===== config.mk =====
export PLATFORM = sky130hd
export DESIGN_NAME = serial_command_frame_parser
export DESIGN_NICKNAME = d
export VERILOG_FILES = /design/src/rtl/scfp_pkg.sv /design/src/rtl/scfp_ram.sv /design/src/rtl/scfp_queue.sv /design/src/rtl/scfp_front.sv /design/src/rtl/scfp_back.sv /design/src/rtl/serial_command_frame_parser.sv
export SDC_FILE = /design/constraint.sdc
export NUM_CORES = 1
export LEC_CHECK = 0
export BUFFER_PORTS_ARGS = -buffer_cell sky130_fd_sc_hd__buf_4
export CAP_MARGIN = 30
export CORE_AREA = 2 2 228 230
export CTS_CLUSTER_SIZE = 28
export DETAILED_ROUTE_END_ITERATION = 8
export DIE_AREA = 0 0 230 232
export PLACE_DENSITY = 0.58
export SYNTH_ARGS = -nofsm -noshare
export SYNTH_HDL_FRONTEND = slang
export SYNTH_SLANG_ARGS = --single-unit
export TNS_END_PERCENT = 30

===== constraint.sdc =====
create_clock -name clock -period 6.9 [get_ports clock]
set_input_delay 0.345 -clock clock [delete_from_list [all_inputs] [get_ports clock]]
set_output_delay 0.345 -clock clock [all_outputs]
set_load 0.01 [all_outputs]

===== src/rtl/scfp_pkg.sv =====
package scfp_pkg;

   localparam logic [7:0]  START_MARK    = 8'hAA;
   localparam logic [7:0]  CHAR_CR       = 8'h0D;
   localparam logic [7:0]  CHAR_LF       = 8'h0A;
   localparam logic [7:0]  CHAR_BS       = 8'h08;
   localparam logic [7:0]  CHAR_DEL      = 8'h7F;
   localparam logic [7:0]  CHAR_LOW      = 8'h20;
   localparam logic [7:0]  CHAR_HIGH     = 8'h7E;
   localparam logic [7:0]  MIN_FRAME     = 8'd4;
   localparam logic [7:0]  FIRST_OP_IDX  = 8'd2;
   localparam logic [7:0]  MAX_OPCODE    = 8'd5;
   localparam logic [15:0] TIMEOUT_RESET = 16'd250;
   localparam logic [15:0] IDLE_MAX      = 16'hFFFF;
   localparam int          QUEUE_DEPTH   = 2;

   localparam logic [2:0] KIND_COMMAND  = 3'd0;
   localparam logic [2:0] KIND_BAD_LEN  = 3'd1;
   localparam logic [2:0] KIND_BAD_SUM  = 3'd2;
   localparam logic [2:0] KIND_BAD_OP   = 3'd3;
   localparam logic [2:0] KIND_TIMEOUT  = 3'd4;
   localparam logic [2:0] KIND_TOO_LONG = 3'd5;
   localparam logic [2:0] KIND_LINE     = 3'd6;

   typedef struct packed {
      logic       mode;
      logic [7:0] rx_byte;
   } req_word_type;

   typedef struct packed {
      logic [2:0] event_kind;
      logic [2:0] command_code;
      logic [6:0] line_length;
      logic       last_of_run;
   } rsp_word_type;

   // one queued job: a single event, or a walk over a checked frame
   typedef struct packed {
      logic       walk;
      logic [2:0] kind;
      logic [6:0] line_length;
      logic [7:0] frame_length;
   } job_type;

   typedef struct packed {
      logic walk_done;
   } back_status_type;

endpackage


===== src/rtl/scfp_ram.sv =====
module scfp_ram #(
   parameter int WIDTH = 8,
   parameter int DEPTH = 32
) (
   input  logic                     clock,
   input  logic                     wr_en,
   input  logic [$clog2(DEPTH)-1:0] wr_addr,
   input  logic [WIDTH-1:0]         wr_data,
   input  logic [$clog2(DEPTH)-1:0] rd_addr,
   output logic [WIDTH-1:0]         rd_data
);

   logic [WIDTH-1:0] mem_ff [DEPTH];
   logic [WIDTH-1:0] rd_data_ff;

   always_ff @(posedge clock) begin
      if (wr_en) begin
         mem_ff[wr_addr] <= wr_data;
      end
      rd_data_ff <= mem_ff[rd_addr];
   end

   assign rd_data = rd_data_ff;

endmodule


===== src/rtl/scfp_queue.sv =====
module scfp_queue #(
   parameter int DEPTH = 2
) (
   input  logic              clock,
   input  logic              reset,
   input  logic              push,
   input  scfp_pkg::job_type push_job,
   output logic              full,
   output logic              pop_valid,
   output scfp_pkg::job_type pop_job,
   input  logic              pop
);

   localparam int PW = (DEPTH > 1) ? $clog2(DEPTH) : 1;
   localparam int CW = $clog2(DEPTH + 1);

   scfp_pkg::job_type job_ff [DEPTH];
   logic [PW-1:0] wr_ptr_ff, wr_ptr_in;
   logic [PW-1:0] rd_ptr_ff, rd_ptr_in;
   logic [CW-1:0] count_ff, count_in;
   logic          do_push, do_pop;

   assign full      = (count_ff == CW'(DEPTH));
   assign pop_valid = (count_ff != '0);
   assign pop_job   = job_ff[rd_ptr_ff];
   assign do_push   = push && !full;
   assign do_pop    = pop && pop_valid;

   always_comb begin
      wr_ptr_in = wr_ptr_ff;
      rd_ptr_in = rd_ptr_ff;
      count_in  = count_ff;
      if (do_push) begin
         wr_ptr_in = (wr_ptr_ff == PW'(DEPTH - 1)) ? '0 : wr_ptr_ff + PW'(1);
      end
      if (do_pop) begin
         rd_ptr_in = (rd_ptr_ff == PW'(DEPTH - 1)) ? '0 : rd_ptr_ff + PW'(1);
      end
      if (do_push && !do_pop) begin
         count_in = count_ff + CW'(1);
      end else if (do_pop && !do_push) begin
         count_in = count_ff - CW'(1);
      end
   end

   always_ff @(posedge clock) begin
      if (do_push) begin
         job_ff[wr_ptr_ff] <= push_job;
      end
      if (reset) begin
         wr_ptr_ff <= '0;
         rd_ptr_ff <= '0;
         count_ff  <= '0;
      end else begin
         wr_ptr_ff <= wr_ptr_in;
         rd_ptr_ff <= rd_ptr_in;
         count_ff  <= count_in;
      end
   end

endmodule


===== src/rtl/scfp_front.sv =====
module scfp_front #(
   parameter int FRAME_BYTES = 32,
   parameter int LINE_BYTES  = 128
) (
   input  logic                           clock,
   input  logic                           reset,
   input  logic                           req_valid,
   output logic                           req_ready,
   input  scfp_pkg::req_word_type         req_word,
   input  logic                           csr_valid,
   input  logic [15:0]                    csr_data,
   output logic                           push,
   output scfp_pkg::job_type              push_job,
   input  logic                           queue_full,
   input  scfp_pkg::back_status_type      back_status,
   output logic                           ram_we,
   output logic [$clog2(FRAME_BYTES)-1:0] ram_waddr,
   output logic [7:0]                     ram_wdata
);

   localparam int AW = $clog2(FRAME_BYTES);
   localparam int CW = $clog2(FRAME_BYTES + 1);
   localparam int TW = (LINE_BYTES > 2) ? $clog2(LINE_BYTES) : 1;

   logic [CW-1:0] count_ff, count_in;
   logic [7:0]    length_ff, length_in;
   logic [7:0]    sum_ff, sum_in;
   logic [15:0]   idle_ff, idle_in;
   logic [TW-1:0] text_ff, text_in;
   logic          hold_ff, hold_in;
   logic [15:0]   timeout_ff;

   logic          accept;
   logic          frame_open;
   logic [15:0]   idle_inc;
   logic [CW-1:0] count_next;
   logic [TW:0]   text_plus;
   logic [TW+6:0] text_wide;
   logic [7:0]    b;

   assign b          = req_word.rx_byte;
   assign req_ready  = !queue_full && !hold_ff;
   assign accept     = req_valid && req_ready;
   assign frame_open = (count_ff != '0) || (b == scfp_pkg::START_MARK && text_ff == '0);
   assign idle_inc   = (idle_ff == scfp_pkg::IDLE_MAX) ? idle_ff : idle_ff + 16'd1;
   assign count_next = count_ff + CW'(1);
   assign text_plus  = {1'b0, text_ff} + (TW+1)'(1);
   assign text_wide  = (TW+7)'(text_ff);
   assign ram_waddr  = count_ff[AW-1:0];
   assign ram_wdata  = b;

   always_comb begin
      count_in  = count_ff;
      length_in = length_ff;
      sum_in    = sum_ff;
      idle_in   = idle_ff;
      text_in   = text_ff;
      hold_in   = hold_ff;
      push      = 1'b0;
      push_job  = '0;
      ram_we    = 1'b0;
      if (back_status.walk_done) begin
         hold_in = 1'b0;
      end
      if (accept) begin
         if (req_word.mode) begin
            if (count_ff != '0) begin
               idle_in = idle_inc;
               if (idle_inc > timeout_ff) begin
                  count_in      = '0;
                  length_in     = '0;
                  push          = 1'b1;
                  push_job.kind = scfp_pkg::KIND_TIMEOUT;
               end
            end
         end else if (frame_open) begin
            idle_in = '0;
            ram_we  = (count_ff < CW'(FRAME_BYTES));
            if (count_ff == '0) begin
               count_in  = CW'(1);
               length_in = '0;
               sum_in    = b;
            end else if (count_ff == CW'(1)) begin
               length_in = b;
               sum_in    = sum_ff + b;
               if (b < scfp_pkg::MIN_FRAME || {1'b0, b} > 9'(FRAME_BYTES)) begin
                  count_in      = '0;
                  length_in     = '0;
                  push          = 1'b1;
                  push_job.kind = scfp_pkg::KIND_BAD_LEN;
               end else begin
                  count_in = CW'(2);
               end
            end else if (9'(count_next) >= {1'b0, length_ff}) begin
               // b is the check byte, sum_ff covers every earlier byte
               count_in  = '0;
               length_in = '0;
               push      = 1'b1;
               if (b != 8'd0 && b != sum_ff) begin
                  push_job.kind = scfp_pkg::KIND_BAD_SUM;
               end else begin
                  push_job.walk         = 1'b1;
                  push_job.frame_length = length_ff;
                  hold_in               = 1'b1;
               end
            end else begin
               count_in = count_next;
               sum_in   = sum_ff + b;
            end
         end else if (b == scfp_pkg::CHAR_CR || b == scfp_pkg::CHAR_LF) begin
            if (text_ff != '0) begin
               push                 = 1'b1;
               push_job.kind        = scfp_pkg::KIND_LINE;
               push_job.line_length = text_wide[6:0];
               text_in              = '0;
            end
         end else if (b == scfp_pkg::CHAR_BS || b == scfp_pkg::CHAR_DEL) begin
            if (text_ff != '0) begin
               text_in = text_ff - TW'(1);
            end
         end else if (b >= scfp_pkg::CHAR_LOW && b <= scfp_pkg::CHAR_HIGH) begin
            if (text_plus >= (TW+1)'(LINE_BYTES)) begin
               text_in       = '0;
               push          = 1'b1;
               push_job.kind = scfp_pkg::KIND_TOO_LONG;
            end else begin
               text_in = text_plus[TW-1:0];
            end
         end
      end
   end

   always_ff @(posedge clock) begin
      if (reset) begin
         count_ff   <= '0;
         length_ff  <= '0;
         sum_ff     <= '0;
         idle_ff    <= '0;
         text_ff    <= '0;
         hold_ff    <= 1'b0;
         timeout_ff <= scfp_pkg::TIMEOUT_RESET;
      end else begin
         count_ff  <= count_in;
         length_ff <= length_in;
         sum_ff    <= sum_in;
         idle_ff   <= idle_in;
         text_ff   <= text_in;
         hold_ff   <= hold_in;
         if (csr_valid) begin
            timeout_ff <= csr_data;
         end
      end
   end

endmodule


===== src/rtl/scfp_back.sv =====
module scfp_back #(
   parameter int FRAME_BYTES = 32
) (
   input  logic                           clock,
   input  logic                           reset,
   input  logic                           job_valid,
   input  scfp_pkg::job_type              job,
   output logic                           job_pop,
   output logic [$clog2(FRAME_BYTES)-1:0] ram_raddr,
   input  logic [7:0]                     ram_rdata,
   output scfp_pkg::back_status_type      back_status,
   output logic                           rsp_valid,
   input  logic                           rsp_ready,
   output scfp_pkg::rsp_word_type         rsp_word
);

   localparam int AW = $clog2(FRAME_BYTES);

   typedef enum logic {
      ST_IDLE,
      ST_WALK
   } state_type;

   state_type              state_ff, state_in;
   logic [7:0]             idx_ff, idx_in;
   logic [7:0]             end_ff, end_in;
   scfp_pkg::rsp_word_type rsp_ff, rsp_in;
   logic                   rsp_valid_ff, rsp_valid_in;
   logic                   out_free;

   assign out_free  = !rsp_valid_ff || rsp_ready;
   assign rsp_valid = rsp_valid_ff;
   assign rsp_word  = rsp_ff;
   // read address follows next index so data lines up with idx_ff
   assign ram_raddr = idx_in[AW-1:0];

   always_comb begin
      state_in              = state_ff;
      idx_in                = idx_ff;
      end_in                = end_ff;
      rsp_in                = rsp_ff;
      rsp_valid_in          = rsp_valid_ff && !rsp_ready;
      job_pop               = 1'b0;
      back_status.walk_done = 1'b0;
      unique case (state_ff)
         ST_IDLE: begin
            if (job_valid && out_free) begin
               job_pop = 1'b1;
               if (job.walk) begin
                  idx_in   = scfp_pkg::FIRST_OP_IDX;
                  end_in   = job.frame_length - 8'd2;
                  state_in = ST_WALK;
               end else begin
                  rsp_valid_in        = 1'b1;
                  rsp_in.event_kind   = job.kind;
                  rsp_in.command_code = 3'd0;
                  rsp_in.line_length  = job.line_length;
                  rsp_in.last_of_run  = 1'b1;
               end
            end
         end
         ST_WALK: begin
            if (out_free) begin
               rsp_valid_in       = 1'b1;
               rsp_in.line_length = 7'd0;
               rsp_in.last_of_run = (idx_ff == end_ff);
               if (ram_rdata <= scfp_pkg::MAX_OPCODE) begin
                  rsp_in.event_kind   = scfp_pkg::KIND_COMMAND;
                  rsp_in.command_code = ram_rdata[2:0];
               end else begin
                  rsp_in.event_kind   = scfp_pkg::KIND_BAD_OP;
                  rsp_in.command_code = 3'd0;
               end
               if (idx_ff == end_ff) begin
                  state_in              = ST_IDLE;
                  back_status.walk_done = 1'b1;
               end else begin
                  idx_in = idx_ff + 8'd1;
               end
            end
         end
      endcase
   end

   always_ff @(posedge clock) begin
      idx_ff <= idx_in;
      end_ff <= end_in;
      rsp_ff <= rsp_in;
      if (reset) begin
         state_ff     <= ST_IDLE;
         rsp_valid_ff <= 1'b0;
      end else begin
         state_ff     <= state_in;
         rsp_valid_ff <= rsp_valid_in;
      end
   end

endmodule


===== src/rtl/serial_command_frame_parser.sv =====
// A single result is queued as its word is taken, then registered on rsp once popped.
// A completed frame is queued at its check byte, then its walk shows one result per cycle
// while rsp is not stalled; req stalls until the frame store walk ends (length - 3 results).
// Throughput: one word per cycle outside that walk while the job queue is not full.
// Reset: synchronous, active high; clears control state, the frame store is not cleared.
module serial_command_frame_parser #(
   parameter int FRAME_BYTES = 32,
   parameter int LINE_BYTES  = 128
) (
   input  logic                   clock,
   input  logic                   reset,
   input  logic                   req_valid,
   output logic                   req_ready,
   input  scfp_pkg::req_word_type req_word,
   output logic                   rsp_valid,
   input  logic                   rsp_ready,
   output scfp_pkg::rsp_word_type rsp_word,
   input  logic                   csr_valid,
   output logic                   csr_ready,
   input  logic [15:0]            csr_data
);

   localparam int AW = $clog2(FRAME_BYTES);

   logic                      q_push;
   scfp_pkg::job_type         q_push_job;
   logic                      q_full;
   logic                      q_valid;
   scfp_pkg::job_type         q_job;
   logic                      q_pop;
   scfp_pkg::back_status_type back_status;
   logic                      ram_we;
   logic [AW-1:0]             ram_waddr;
   logic [7:0]                ram_wdata;
   logic [AW-1:0]             ram_raddr;
   logic [7:0]                ram_rdata;

   assign csr_ready = 1'b1;

   scfp_front #(
      .FRAME_BYTES(FRAME_BYTES),
      .LINE_BYTES (LINE_BYTES)
   ) u_front (
      .clock      (clock),
      .reset      (reset),
      .req_valid  (req_valid),
      .req_ready  (req_ready),
      .req_word   (req_word),
      .csr_valid  (csr_valid),
      .csr_data   (csr_data),
      .push       (q_push),
      .push_job   (q_push_job),
      .queue_full (q_full),
      .back_status(back_status),
      .ram_we     (ram_we),
      .ram_waddr  (ram_waddr),
      .ram_wdata  (ram_wdata)
   );

   scfp_queue #(
      .DEPTH(scfp_pkg::QUEUE_DEPTH)
   ) u_queue (
      .clock    (clock),
      .reset    (reset),
      .push     (q_push),
      .push_job (q_push_job),
      .full     (q_full),
      .pop_valid(q_valid),
      .pop_job  (q_job),
      .pop      (q_pop)
   );

   scfp_ram #(
      .WIDTH(8),
      .DEPTH(FRAME_BYTES)
   ) u_store (
      .clock  (clock),
      .wr_en  (ram_we),
      .wr_addr(ram_waddr),
      .wr_data(ram_wdata),
      .rd_addr(ram_raddr),
      .rd_data(ram_rdata)
   );

   scfp_back #(
      .FRAME_BYTES(FRAME_BYTES)
   ) u_back (
      .clock      (clock),
      .reset      (reset),
      .job_valid  (q_valid),
      .job        (q_job),
      .job_pop    (q_pop),
      .ram_raddr  (ram_raddr),
      .ram_rdata  (ram_rdata),
      .back_status(back_status),
      .rsp_valid  (rsp_valid),
      .rsp_ready  (rsp_ready),
      .rsp_word   (rsp_word)
   );

endmodule


==> impl_metrics.csv, run 1 <==
group,metric,value,unit
worst_setup_path,cp-start-kind,"flop",
worst_setup_path,slowest_delay,540,ps
worst_setup_path,worstSetupPathType,"reg2reg",
timing,worst_slew_pin_slew,1030,ps
timing,layout_setup_ws,1730,ps
worst_setup_path,crit_slowest_cell,"nor4_2",
placement,dp_hpwl,26100,um
drt,viasPerCell,5.23,
drt,drtAntennaViolNets,0,
layout,mostFrequentLayoutCells,"edfxtp_1 (319), nand2_1 (138), nor2_1 (132)",
power_and_ir_drop,power_density,333,mW/mm^2
floorplan,core_area,0.0509,sq mm
placement,port_buffers,45,
placement,dp.cells,2058,
layout,finish.instance_area,0.0201,sq mm
drt,wl_per_cell,19.3,um
global_route,grt_pass1_wl,64000,um
floorplan,die_area,0.0534,sq mm
min_path,hp-start,"csr_data[13]",
worst_setup_path,worstSetupStartpoint,"u_front.idle_ff[3]",
timing,fin_skew,14.2,ps
run,maxCapViolCount,0,
worst_setup_path,cp_max_fo,13,
timing,maxSlewHeadroom,0.310,
worst_setup_path,crit_path_end,"u_queue.count_ff[1]",
timing,fin_tns_setup,0,ps
logic_synthesis,synth_top_area_frac,0.545,
timing,period_needed,5170,ps
logic_synthesis,synth_cell_type_count,74,
timing,finalCritPeriodShare,0.749,
layout,diodes,0,
layout,fin_cells,2151,
global_route,overflow,0,
power_and_ir_drop,leakage,7.14,nW
layout,regArea,0.0112,sq mm
worst_setup_path,rr_worst_depth,21,
clock_network,cts_buffers,43,
clock_network,clkLatencyLatePin,570,ps
clock_network,clockBufferDepth,3,
logic_synthesis,yosys-top-cells-area,"edfxtp_1 (54%), dfxtp_1 (9.3%), mux2i_1 (4.2%)",
logic_synthesis,synth_area_per_cell,12.8,sq um
global_route,grt_max_degree,60,
layout,final_nets,1507,
logic_synthesis,synth_top_flop_cell,"edfxtp_1",
min_path,hp-class,"in2reg",
logic_synthesis,synth_edf_count,319,
drt,finalWirelength,41400,um
clock_network,cts_tree,"done",
drt,firstDrtPassIters,5,
global_route,grt_pass1_vias,11000,
global_route,gr-usage-all-layers,0.155,
logic_synthesis,synthCells,1376,
layout,final_common_cell,"edfxtp_1",
placement,gp_congestion,0.787,
logic_synthesis,netlist_area,0.0176,sq mm
logic_synthesis,yosys_register_bits,401,
power_and_ir_drop,ir_drop,0.000281,V
timing,slew_violations,0,
layout,multiInputGateArea,0.00591,sq mm
floorplan,row_count,83,
placement,preCtsSetupSlack,1750,ps
worst_setup_path,rrSetupSlack,1730,ps
worst_setup_path,timing.rr.start,"u_front.idle_ff[3]",
timing,finalHoldViolations,0,
floorplan,io_pins,47,
worst_setup_path,worst_ep_required_time,7390,ps
power_and_ir_drop,power.total,6.70,mW
drt,drc,0,
worst_setup_path,cp-end-kind,"flop",
floorplan,die_w,230,um
drt,vias,11300,
logic_synthesis,synth_largest_area_cell,"edfxtp_1",
clock_network,root_buffer,"clkbuf_16",
worst_setup_path,cp_data_arrival_time,5660,ps
layout,drive_above_1_share,0.116,
drt,drt-initial-drc-count,914,
logic_synthesis,yosysSeqAreaShare,0.638,
floorplan,die_y,232,um
floorplan,start_util,0.346,
logic_synthesis,async_reset_ff_frac,0,
timing,fmax,193,MHz
status,status,"complete, no violations",
logic_synthesis,synth-warning-count,0,
clock_network,cts_htree_levels,2,
timing,finalSetupViolations,0,
clock_network,clock-sinks,401,
global_route,antenna_found_initial,0,
layout,fillerInstances,4829,
clock_network,path_clk_slew,60,ps
worst_setup_path,cp_common_cell,"a21o_1",
placement,dpl_cell_area,0.0186,sq mm
timing,rsz0062_at_grt,"false",
worst_setup_path,path_cells,"nand4_1, nor4_2, and4_1, nand4_1, buf_4, nand2b_1, or3_1, xnor2_1, ha_1, a21o_1, a21o_1, a21o_1, a21o_1, a211o_1, a211oi_1, o31ai_1, o21ai_1, inv_1, ha_1, or3_1, a21oi_1",
worst_setup_path,timing.rr.end,"u_queue.count_ff[1]",
layout,area_growth,14.5,%
[final cells by class]
class | instances | area share
clock buffers | 56 | 0.0585
well taps | 680 | 0.0423
repair buffers | 73 | 0.0293
multi-input cells | 870 | 0.294
inverters | 48 | 0.00907
clock inverters | 23 | 0.00994
flip-flops and latches | 401 | 0.557
[worst min path at each step]
stage	end	slack, ps	cells past startpoint
6_report	u_front.timeout_ff[13]	30	3
5_1_grt	u_front.timeout_ff[13]	50	3
4_1_cts	u_front.timeout_ff[13]	0.9	3
3_5_place_dp	u_front.length_ff[7]	470	1
3_3_place_gp	u_front.length_ff[6]	460	1
2_1_floorplan	u_store.mem_ff[0][0]	440	0
[state kept, by name, summed over array words and instances, names as in the netlist, 8 cells and up, named ones only]
signal / count
u_store.mem_ff: 256
u_store.rd_data: 8
u_front.length_ff: 8
u_front.sum_ff: 8
u_back.end_ff: 8
u_front.timeout_ff: 16
u_back.rsp_word: 14
u_front.idle_ff: 16
u_back.idx_ff: 8
u_queue.job_ff: 38
[worst max-delay path, delay by kind of cell (launching register included)]
family,cells,cell delay (ps)
compound gates,9,1720
xor+xnor,1,130
fa+ha+maj,2,570
buf+inv,2,280
flops,1,440
simple gates,7,1940
[cells in the mapped netlist, types with 5 or more instances]
cell type  number
mux2i_1        73
nand2b_1        9
a21o_1         17
edfxtp_1      319
a2111oi_0      13
buf_1           5
and2_1         11
buf_2          11
mux4_2         23
a311oi_1        8
nor3_1         18
o21ai_1         5
nand3_1        45
o21ai_0        23
ha_1           39
or4_1           5
or3_1           6
nand2_1       138
nand4_1        16
a22oi_1         7
o211ai_1        8
inv_1          46
o21bai_1        6
dfxtp_1        82
o22ai_1        25
o21a_1         10
buf_4           7
nor4_1         15
a21oi_1        93
xor2_1         22
xnor2_1        16
nor2_1        132
o31ai_1         7
a211oi_1       10
a31oi_1         7
clkbuf_1       33
[power breakdown]
part | leakage, nW | switching [mW] | total (mW) | internal, mW
combinational | 2.88 | 1.00 | 1.61 | 0.610
sequential | 3.58 | 0.0834 | 2.83 | 2.75
clock | 0.677 | 0.935 | 2.25 | 1.32
total | 7.14 | 2.02 | 6.70 | 4.68
[cell families (layout without fill, tap and decap cells)]
logic type / after synthesis / in the layout / share of synthesized area
and+or+nand+nor: 428 / 428 / 0.115
buffers and inverters: 108 / 200 / 0.0270
AOI/OAI and AO/OA: 255 / 255 / 0.0945
xor gates and xnor gates: 40 / 40 / 0.0208
DFF: 401 / 401 / 0.638
other: 2 / 5 / 0.000427
adders and majority gates: 40 / 40 / 0.0289
muxes: 102 / 102 / 0.0752
[stage by stage]
step                hold WS [ps]   util
floorplan                    444      -
global placement             465  0.365
detailed placement           469  0.366
CTS                        0.895  0.396
global route                49.4  0.396
finish                      26.4  0.396
[routing by layer]
layer | GRT usage | part of all wire
met1 | 0.206 | 0.44
met2 | 0.258 | 0.48
met3 | 0.0235 | 0.048
met4 | 0.0546 | 0.030
met5 | 0 | 0
[timing repair]
action,4_1_cts,5_1_grt
setup buffers,0,0
hold endpoints to repair,14,0
hold buffers,14,0
gates resized for setup,0,0
Note: power is estimated with default switching activity, not from simulation.
==> inputs of run 2 (changes only) <==
Settings changed: ABC_AREA set to 1, CORE_AREA 2 2 228 230 to 2 2 231 233, DIE_AREA 0 0 230 232 to 0 0 233 235, PLACE_DENSITY 0.58 to 0.6.
Clock period 6.9 ns to 4.3 ns, I/O delays scaled along.
==> impl_metrics.csv, run 2 <==
group,metric,value,unit
layout,final_common_cell,"nand3_1",
power_and_ir_drop,p_seq_frac,0.380,
clock_network,cts_buffers,43,
timing,finalCritPeriodShare,0.890,
floorplan,core_area,0.0522,sq mm
timing,finalHoldViolations,0,
global_route,overflow,0,
logic_synthesis,synth_common_cells,"nand3_1 (390), nand2_1 (322), edfxtp_1 (319)",
timing,finalSetupViolations,0,
timing,fmax,261,MHz
timing,slew_violations,0,
logic_synthesis,synth_top_flop_cell,"edfxtp_1",
logic_synthesis,async_reset_ff_frac,0,
worst_setup_path,cp_max_fo,4,
drt,drc,0,
global_route,busiest_layer,"met2",
layout,area_growth,15.8,%
run,maxCapViolCount,0,
worst_setup_path,cp_data_arrival_time,4290,ps
worst_setup_path,cp-end-kind,"flop",
timing,period_needed,3830,ps
clock_network,path_clk_slew,60,ps
logic_synthesis,synth_largest_area_cell,"edfxtp_1",
logic_synthesis,synth_cell_type_count,49,
clock_network,clock-sinks,401,
layout,diodes,0,
global_route,use_met3,0.0271,
timing,layout_setup_ws,471,ps
drt,vias,13200,
logic_synthesis,yosysMostFrequentCell,"nand3_1",
layout,fillerInstances,4992,
logic_synthesis,synth-warning-count,0,
drt,drt-initial-drc-count,1161,
global_route,grtUsageMet2,0.273,
floorplan,row_count,84,
power_and_ir_drop,power_density,573,mW/mm^2
global_route,grt_max_degree,113,
global_route,grt_pass1_vias,12600,
logic_synthesis,synth_top_area_frac,0.530,
worst_setup_path,worstSetupPathType,"reg2reg",
power_and_ir_drop,ir_drop,0.000468,V
clock_network,clockBufferDepth,3,
floorplan,die_y,235,um
logic_synthesis,synth_edf_count,319,
logic_synthesis,synthCells,1781,
global_route,gr-usage-all-layers,0.166,
timing,worst_slew_pin_slew,855,ps
power_and_ir_drop,p_int,7.84,mW
status,status,"complete, no violations",
floorplan,die_area,0.0548,sq mm
power_and_ir_drop,power_frac_clock,0.320,
power_and_ir_drop,p_sw_frac,0.346,
timing,fin_tns_setup,0,ps
placement,gp_congestion,0.879,
floorplan,die_w,233,um
clock_network,cts_htree_levels,2,
layout,reg_top3,"u_store.mem_ff: 256 flops, u_queue.job_ff: 38 flops",
timing,maxSlewHeadroom,0.428,
placement,dp_hpwl,28500,um
global_route,grt_pass1_wl,71600,um
logic_synthesis,yosysSeqAreaShare,0.621,
drt,viasPerCell,5.13,
floorplan,start_util,0.346,
drt,drtAntennaViolNets,0,
timing,rsz0062_at_grt,"false",
logic_synthesis,netlist_area,0.0181,sq mm
clock_network,root_buffer,"clkbuf_16",
layout,mostFrequentLayoutCells,"nand3_1 (390), nand2_1 (322), edfxtp_1 (319)",
clock_network,clkLatencyLatePin,590,ps
layout,final_nets,1925,
global_route,antenna_found_initial,2,
worst_setup_path,worst_ep_required_time,4760,ps
min_path,hp-class,"in2reg",
global_route,grtUsageMet1,0.228,
worst_setup_path,cp-start-kind,"flop",
logic_synthesis,yosys_register_bits,401,
timing,fin_skew,34.5,ps
clock_network,cts_tree,"done",
drt,finalWirelength,45800,um
logic_synthesis,synth_area_per_cell,10.1,sq um
floorplan,io_pins,47,
layout,drive_above_1_share,0.0952,
drt,wl_per_cell,17.8,um
layout,largest_register,"u_store.mem_ff",
power_and_ir_drop,switchingPower,4.15,mW
logic_synthesis,yosys-top-cells-area,"edfxtp_1 (53%), nand3_1 (11%), dfxtp_1 (9.1%)",
drt,firstDrtPassIters,8,
placement,port_buffers,45,
power_and_ir_drop,leakage,7.70,nW
power_and_ir_drop,power_frac_comb,0.300,
layout,largest_reg_flops,256,
placement,preCtsSetupSlack,419,ps
-- run 2: per-stage QoR --
stage | total power, mW | instances | cell area (sq um) | util | hold slack [ps]
floorplan | 7.17 | 1784 | 18100 | - | 314
global placement | 8.16 | 2466 | 19100 | 0.366 | 415
detailed placement | 8.21 | 2468 | 19100 | 0.367 | 418
CTS | 12.1 | 2578 | 20900 | 0.400 | 12.6
global route | 12.6 | 2578 | 20900 | 0.400 | 17.6
finish | 12.0 | 2578 | 20900 | 0.400 | 31.7
-- run 2: repair_timing --
| item | CTS | global route |
|---|---|---|
| hold buffers | 30 | 0 |
| hold endpoints to repair | 19 | 0 |
| gates resized for setup | 0 | 3 |
| setup buffers | 0 | 0 |
| endpoints found under the setup margin | 0 | 1 |
-- run 2: area by class of cell --
cell class | instances | area (sq um) | area share
clock buffer | 59 | 1200 | 0.0572
clock inverter | 21 | 268 | 0.0128
inverter | 135 | 507 | 0.0242
multi-input combinational | 1168 | 5940 | 0.284
sequential | 401 | 11200 | 0.536
tap | 688 | 861 | 0.0412
timing repair buffer | 106 | 922 | 0.0441
-- run 2: cell families (layout without fill, tap and decap cells) --
group	count (synthesis)	in the layout	synth area share
other cells	2	5	0.000416
compound gates	178	178	0.0542
fa+ha+maj	40	40	0.0281
flops	401	401	0.621
xor+xnor	27	27	0.0131
buf+inv	215	321	0.0522
mux	7	7	0.00388
simple gates	911	911	0.227
-- run 2: power by group through the flow --
stage / Combinational [mW] / Sequential, mW / Clock, mW
global placement: 3.52 / 4.64 / 0
global route: 4.01 / 4.58 / 4.06
CTS: 3.61 / 4.56 / 3.90
detailed placement: 3.56 / 4.64 / 0
floorplan: 2.51 / 4.66 / 0
finish: 3.60 / 4.56 / 3.83
-- run 2: worst max-delay path: stages (launching register included) --
cell	delay, ps
dfxtp_1	370
inv_1	80
nor3_1	270
inv_1	120
nor2_1	180
nand2_1	90
nor2_1	180
nand2_1	80
a21boi_0	140
o21ai_0	160
ha_1	330
nand2_1	70
inv_1	80
nand3_1	70
nor3_1	190
nand2_1	80
nand3_1	70
nand2_1	100
o21ai_1	160
nand2_1	110
inv_1	80
ha_1	240
a21oi_1	110
o21ai_0	110
o21ai_0	160
a21oi_1	50
-- run 2: worst paths after layout --
check,startpoint,cells after the start,to,slack (ps)
worst max-delay path,u_front.idle_ff[0],25,u_queue.count_ff[1],470
worst min-delay path,req_word[2],1,u_store.mem_ff[21][2],30
worst max register to register,u_front.idle_ff[0],25,u_queue.count_ff[1],470
worst min register to register,u_front.length_ff[6],2,u_front.length_ff[6],430
-- run 2: routing by layer --
metal	share of wire	wire length [um]	up-vias
met5	0	0	-
met4	0.019	872	0
met3	0.057	2610	50
met2	0.48	21800	392
met1	0.45	20500	6415
li1	-	-	6364
